[config.mk]
export PLATFORM = sky130hd
export DESIGN_NAME = rla_cell
export DESIGN_NICKNAME = d
export VERILOG_FILES = /design/src/design/rla_pkg.sv /design/src/design/rla_cell.sv
export SDC_FILE = /design/constraint.sdc
export NUM_CORES = 1
export LEC_CHECK = 0
export CAP_MARGIN = 10
export CORE_MARGIN = 2
export CORE_UTILIZATION = 25
export DETAILED_ROUTE_END_ITERATION = 10
export DONT_BUFFER_PORTS = 1
export PLACE_DENSITY_LB_ADDON = 0.3
export SETUP_SLACK_MARGIN = 0.1
export SYNTH_ARGS = -nofsm -noshare
export SYNTH_HDL_FRONTEND = slang
export SYNTH_SLANG_ARGS = --single-unit
export TNS_END_PERCENT = 20
[constraint.sdc]
create_clock -name aclk -period 2.2 [get_ports aclk]
set_clock_uncertainty 0.1 [all_clocks]
set_input_delay 0.11 -clock aclk [delete_from_list [all_inputs] [get_ports aclk]]
set_output_delay 0.11 -clock aclk [all_outputs]
set_load 0.005 [all_outputs]
[src/design/rla_pkg.sv]
`default_nettype none
package rla_pkg;

    localparam int MAX_REGIONS = 64;
    localparam int OFFSET_BITS = 24;
    localparam int SLOT_W      = (MAX_REGIONS > 1) ? $clog2(MAX_REGIONS) : 1;
    localparam int CNT_W       = $clog2(MAX_REGIONS + 1);
    localparam int SIZE_W      = OFFSET_BITS + 1;

    // cell operations
    localparam logic [2:0] OP_HOLD   = 3'd0;
    localparam logic [2:0] OP_ROT    = 3'd1;
    localparam logic [2:0] OP_INIT   = 3'd2;
    localparam logic [2:0] OP_SET_A  = 3'd3;
    localparam logic [2:0] OP_INSERT = 3'd4;
    localparam logic [2:0] OP_DEL1   = 3'd5;
    localparam logic [2:0] OP_DEL2   = 3'd6;

    // request codes
    localparam logic CMD_ALLOC = 1'b0;
    localparam logic CMD_FREE  = 1'b1;

    // register indexes
    localparam logic [1:0] REG_POOL   = 2'd0;
    localparam logic [1:0] REG_POLICY = 2'd1;

    // hole choice
    localparam logic [1:0] FIT_FIRST = 2'd0;
    localparam logic [1:0] FIT_NEXT  = 2'd1;
    localparam logic [1:0] FIT_WORST = 2'd2;
    localparam logic [1:0] FIT_BEST  = 2'd3;

    typedef struct packed {
        logic [OFFSET_BITS-1:0] start;
        logic [OFFSET_BITS-1:0] length;
        logic                   used;
        logic [SLOT_W-1:0]      slot;
    } entry_t;

    typedef struct packed {
        logic [2:0]        op;
        logic [SLOT_W-1:0] pos;
        entry_t            ent_a;
        entry_t            ent_b;
    } ctrl_t;

endpackage
`default_nettype wire

[src/design/rla_cell.sv]
`default_nettype none
module rla_cell (
    input  wire logic                     aclk,
    input  wire logic                     aresetn,
    input  wire logic [rla_pkg::SLOT_W-1:0] idx,
    input  wire rla_pkg::ctrl_t           ctrl,
    input  wire rla_pkg::entry_t          left,
    input  wire rla_pkg::entry_t          right1,
    input  wire rla_pkg::entry_t          right2,
    output rla_pkg::entry_t               q
);
    import rla_pkg::*;

    entry_t ent_reg;
    entry_t ent_next;
    logic   at_pos;
    logic   at_pos1;
    logic   after_pos;

    assign q         = ent_reg;
    assign at_pos    = (idx == ctrl.pos);
    assign at_pos1   = ({1'b0, idx} == ({1'b0, ctrl.pos} + 1'b1));
    assign after_pos = (idx > ctrl.pos);

    always_comb begin
        ent_next = ent_reg;
        case (ctrl.op)
            OP_HOLD:   ent_next = ent_reg;
            OP_ROT:    ent_next = right1;
            OP_INIT:   if (idx == '0) ent_next = ctrl.ent_a;
            OP_SET_A:  if (at_pos) ent_next = ctrl.ent_a;
            OP_INSERT: begin
                if (at_pos)         ent_next = ctrl.ent_a;
                else if (at_pos1)   ent_next = ctrl.ent_b;
                else if (after_pos) ent_next = left;
            end
            OP_DEL1: begin
                if (at_pos)         ent_next = ctrl.ent_a;
                else if (after_pos) ent_next = right1;
            end
            OP_DEL2: begin
                if (at_pos)         ent_next = ctrl.ent_a;
                else if (after_pos) ent_next = right2;
            end
            default:   ent_next = ent_reg;
        endcase
    end

    always_ff @(posedge aclk) begin
        if (!aresetn) begin
            ent_reg <= '0;
        end else begin
            ent_reg <= ent_next;
        end
    end

endmodule
`default_nettype wire

==> summary.txt <==
Floorplanning
  – Chip width: 148 µm
  – Core area: 20300 µm²
  – Starting Density: 25.5%
  – Io pins: between 300 and 400
  – Die H: ~150 µm
  – Num rows: 52
  – DIE AREA: between 20000 and 25000 µm²

STA
  – Setup WS post-layout: 0.0362 ns
  – RSZ-0062 raised after global routing: yes
  – Worst rel slew slack: 52.3%
  – Slew Viols, Final: 0
  – Final min period: 2.16 ns
  – Hold Violations, Final: 0
  – F_max: roughly 0.46 GHz
  – Final period utilization: 98.4%
  – Worst Tran Pin Value: 0.716 ns
  – Setup TNS: 0 ns
  – WHS: 0.0103 ns
  – Final Setup Violations: 0

Finish
  – Fill cell count: 2106
  – Finished Core Util: 35.5%
  – Most frequent cells in the layout: 76 x dlygate4sd3_1, 60 x inv_1, 56 x a211oi_1, 55 x dfxtp_1, 54 x nor2_1
  – Share of layout cells above drive strength 1: 14.9%
  – Max FFs per register: 55
  – # diodes: 0
  – Layout net count: 1052
  – Area grow syn2layout: 39.3%
  – Commonest non-fill, non-tap cell in the layout: dlygate4sd3_1

Clocking
  – CTS Buf Count: 5
  – Clock slew at reported path FFs: ~0.080 ns
  – H-tree levels: 2
  – CTS Sinks: 55
  – CTS tree: built
  – Clk buf depth: 2
  – Clock latency on the worst-skew pair: 0.31 ns
  – Root Buffer: clkbuf_16

Synth
  – #FFs+latches synth: 55
  – Avg Cell Area, Syn: approximately 7.6 µm²
  – Net Count, Synth: 978
  – Fraction of registers with async set/reset: 0%
  – Mapped Cells: 679
  – Sequential share of the synthesized area: 21.3%
  – Number of synthesized flops with an enable pin: 0
  – Post-Syn Area: 5180 µm²
  – Synth Flop Type: dfxtp_1
  – Synth cell types: 51
  – Synth warn: 0

Place
  – # port buffers: 0
  – Dpl ws: -0.423 ns
  – Placer Congestion: 0.847
  – Post-detail-place hpwl: 17600 µm

Pwr
  – Worst vdd ir: 0.000290 V
  – LEAKAGE: between 2 and 3 nW
  – Pwr Density: 499 nW/µm²

GRT
  – Total track usage: 21.5%
  – Initial antenna violation count: 0
  – Total gr overflow: 0
  – First-pass GRT wire length: 36400 µm
  – Vias in the first global route: 6119
  – Largest net degree at the start of global routing: 54

Detailed routing
  – DR vias: 6382
  – Post-Route WL: 26500 µm
  – Pre-antenna DRT Iters: 5
  – DR WL/cell: ~26 µm
  – Post-detailed-route count of antenna-violating nets: 0
  – DR iter-0 viols: 384
  – Vias per inst: 6.23
  – DRC viols: 0

Critical path
  – Crit Path Max Fanout: 9
  – Crit path DAT: 2.23 ns
  – Crit. End Element: register
  – CP required: about 2.3 ns
  – Worst Setup Path Type: input port to register
  – Startpoint types: input port

Min path
  – Tightest Hold Check Type: input port to register

Run
  – Max-cap violations: 0

Outcome
  – Status: completed
[Yosys cell counts, types with 2 or more instances]
| master | instances | area share, % |
|---|---|---|
| clkbuf_1 | 70 | 5.1 |
| inv_1 | 60 | 4.3 |
| a211oi_1 | 56 | 8.1 |
| dfxtp_1 | 55 | 21 |
| nor2_1 | 54 | 3.9 |
| a211o_1 | 52 | 8.8 |
| nand4_1 | 52 | 6.3 |
| a221oi_1 | 51 | 8.6 |
| a311oi_1 | 51 | 8.6 |
| o31ai_1 | 51 | 7.4 |
| nand2_1 | 12 | 0.87 |
| o21ai_0 | 10 | 0.97 |
| nand3_1 | 8 | 0.77 |
| buf_2 | 7 | 0.68 |
| ha_1 | 7 | 1.7 |
| nand2b_1 | 7 | 0.85 |
| a21oi_1 | 5 | 0.48 |
| and3_1 | 5 | 0.60 |
| buf_4 | 5 | 0.72 |
| buf_6 | 5 | 1.1 |
| xor2_1 | 5 | 0.85 |
| nor2b_1 | 4 | 0.48 |
| o211ai_1 | 4 | 0.58 |
| o311ai_0 | 4 | 0.68 |
| a21boi_0 | 3 | 0.43 |
| a221o_1 | 3 | 0.58 |
| a41o_1 | 3 | 0.58 |
| and2_1 | 2 | 0.24 |
| mux2_2 | 2 | 0.43 |
| nor4b_1 | 2 | 0.34 |
| o21a_1 | 2 | 0.29 |
| or2_2 | 2 | 0.24 |
| or4_1 | 2 | 0.29 |
[what timing repair did]
item / CTS / global route
setup buffers: 3 / 11
gates cloned: 2 / 5
hold buffers: 76 / 0
gates resized for setup: 7 / 16
setup endpoints to repair: 52 / 54
hold endpoints to repair: 47 / 0
pin swaps: 1 / 7
[area by class of cell]
cell class	instances	area, µm²	area share (%)
well taps	270	338	4.68
flip-flops and latches	55	1100	15.3
repair buffers	155	1810	25.1
clock buffers	5	125	1.73
clock inverters	3	23.8	0.330
inverters	61	229	3.17
multi-input cells	475	3580	49.7
[per-stage QoR]
stage          area, µm²  std cells  total power, mW
3_5_place_dp        5920        919             2.45
4_1_cts             6950       1008             3.48
3_3_place_gp        5920        919             2.44
2_1_floorplan       5220        679             1.96
5_1_grt             7210       1024             3.78
6_report            7210       1024             3.60
[logic make-up (layout without fill, tap and decap cells)]
family	after synthesis	count (layout)	share of synthesized area, %
XOR/XNOR	5	5	0.845
buffers and inverters	149	224	12.1
AO/OA/AOI/OAI	305	305	47.8
AND/OR/NAND/NOR	155	155	15.7
adder cells (fa/ha/maj)	7	7	1.69
multiplexers	3	3	0.628
flip-flops	55	55	21.3
[worst max-delay path: stages]
cell and delay [ns]:
ha_4 0.15, xor2_2 0.16, or4b_4 0.50, o211a_4 0.17, or4_4 0.54, a21oi_4 0.20
buf_6 0.16, buf_12 0.14, a311oi_1 0.09
[worst paths after layout]
check / depth (start not counted) / end / startpoint / slack (ns)
worst max-delay path: 9 / q[24] / ctrl[110] / 0.04
worst min-delay path: 3 / q[34] / ctrl[34] / 0.01
worst max register to register: 2 / q[37] / q[37] / 1.28
worst min register to register: 2 / q[48] / q[48] / 0.43
[where the power goes]
group,internal [mW],switching (mW),total [mW]
Combinational,0.681,0.816,1.50
Clock,0.432,0.455,0.886
Sequential,1.11,0.108,1.22
Total,2.22,1.38,3.60
[metal layers]
layer  global-route usage, %  vias to the layer above  part of all wire (%)
met5                       0                        -                     0
met4                    7.33                        0                   2.4
met3                    5.09                       38                   8.0
met2                    37.3                      388                    49
met1                    26.0                     3059                    41
li1                        -                     2897                     -
Power figures use the tool's default switching activity.
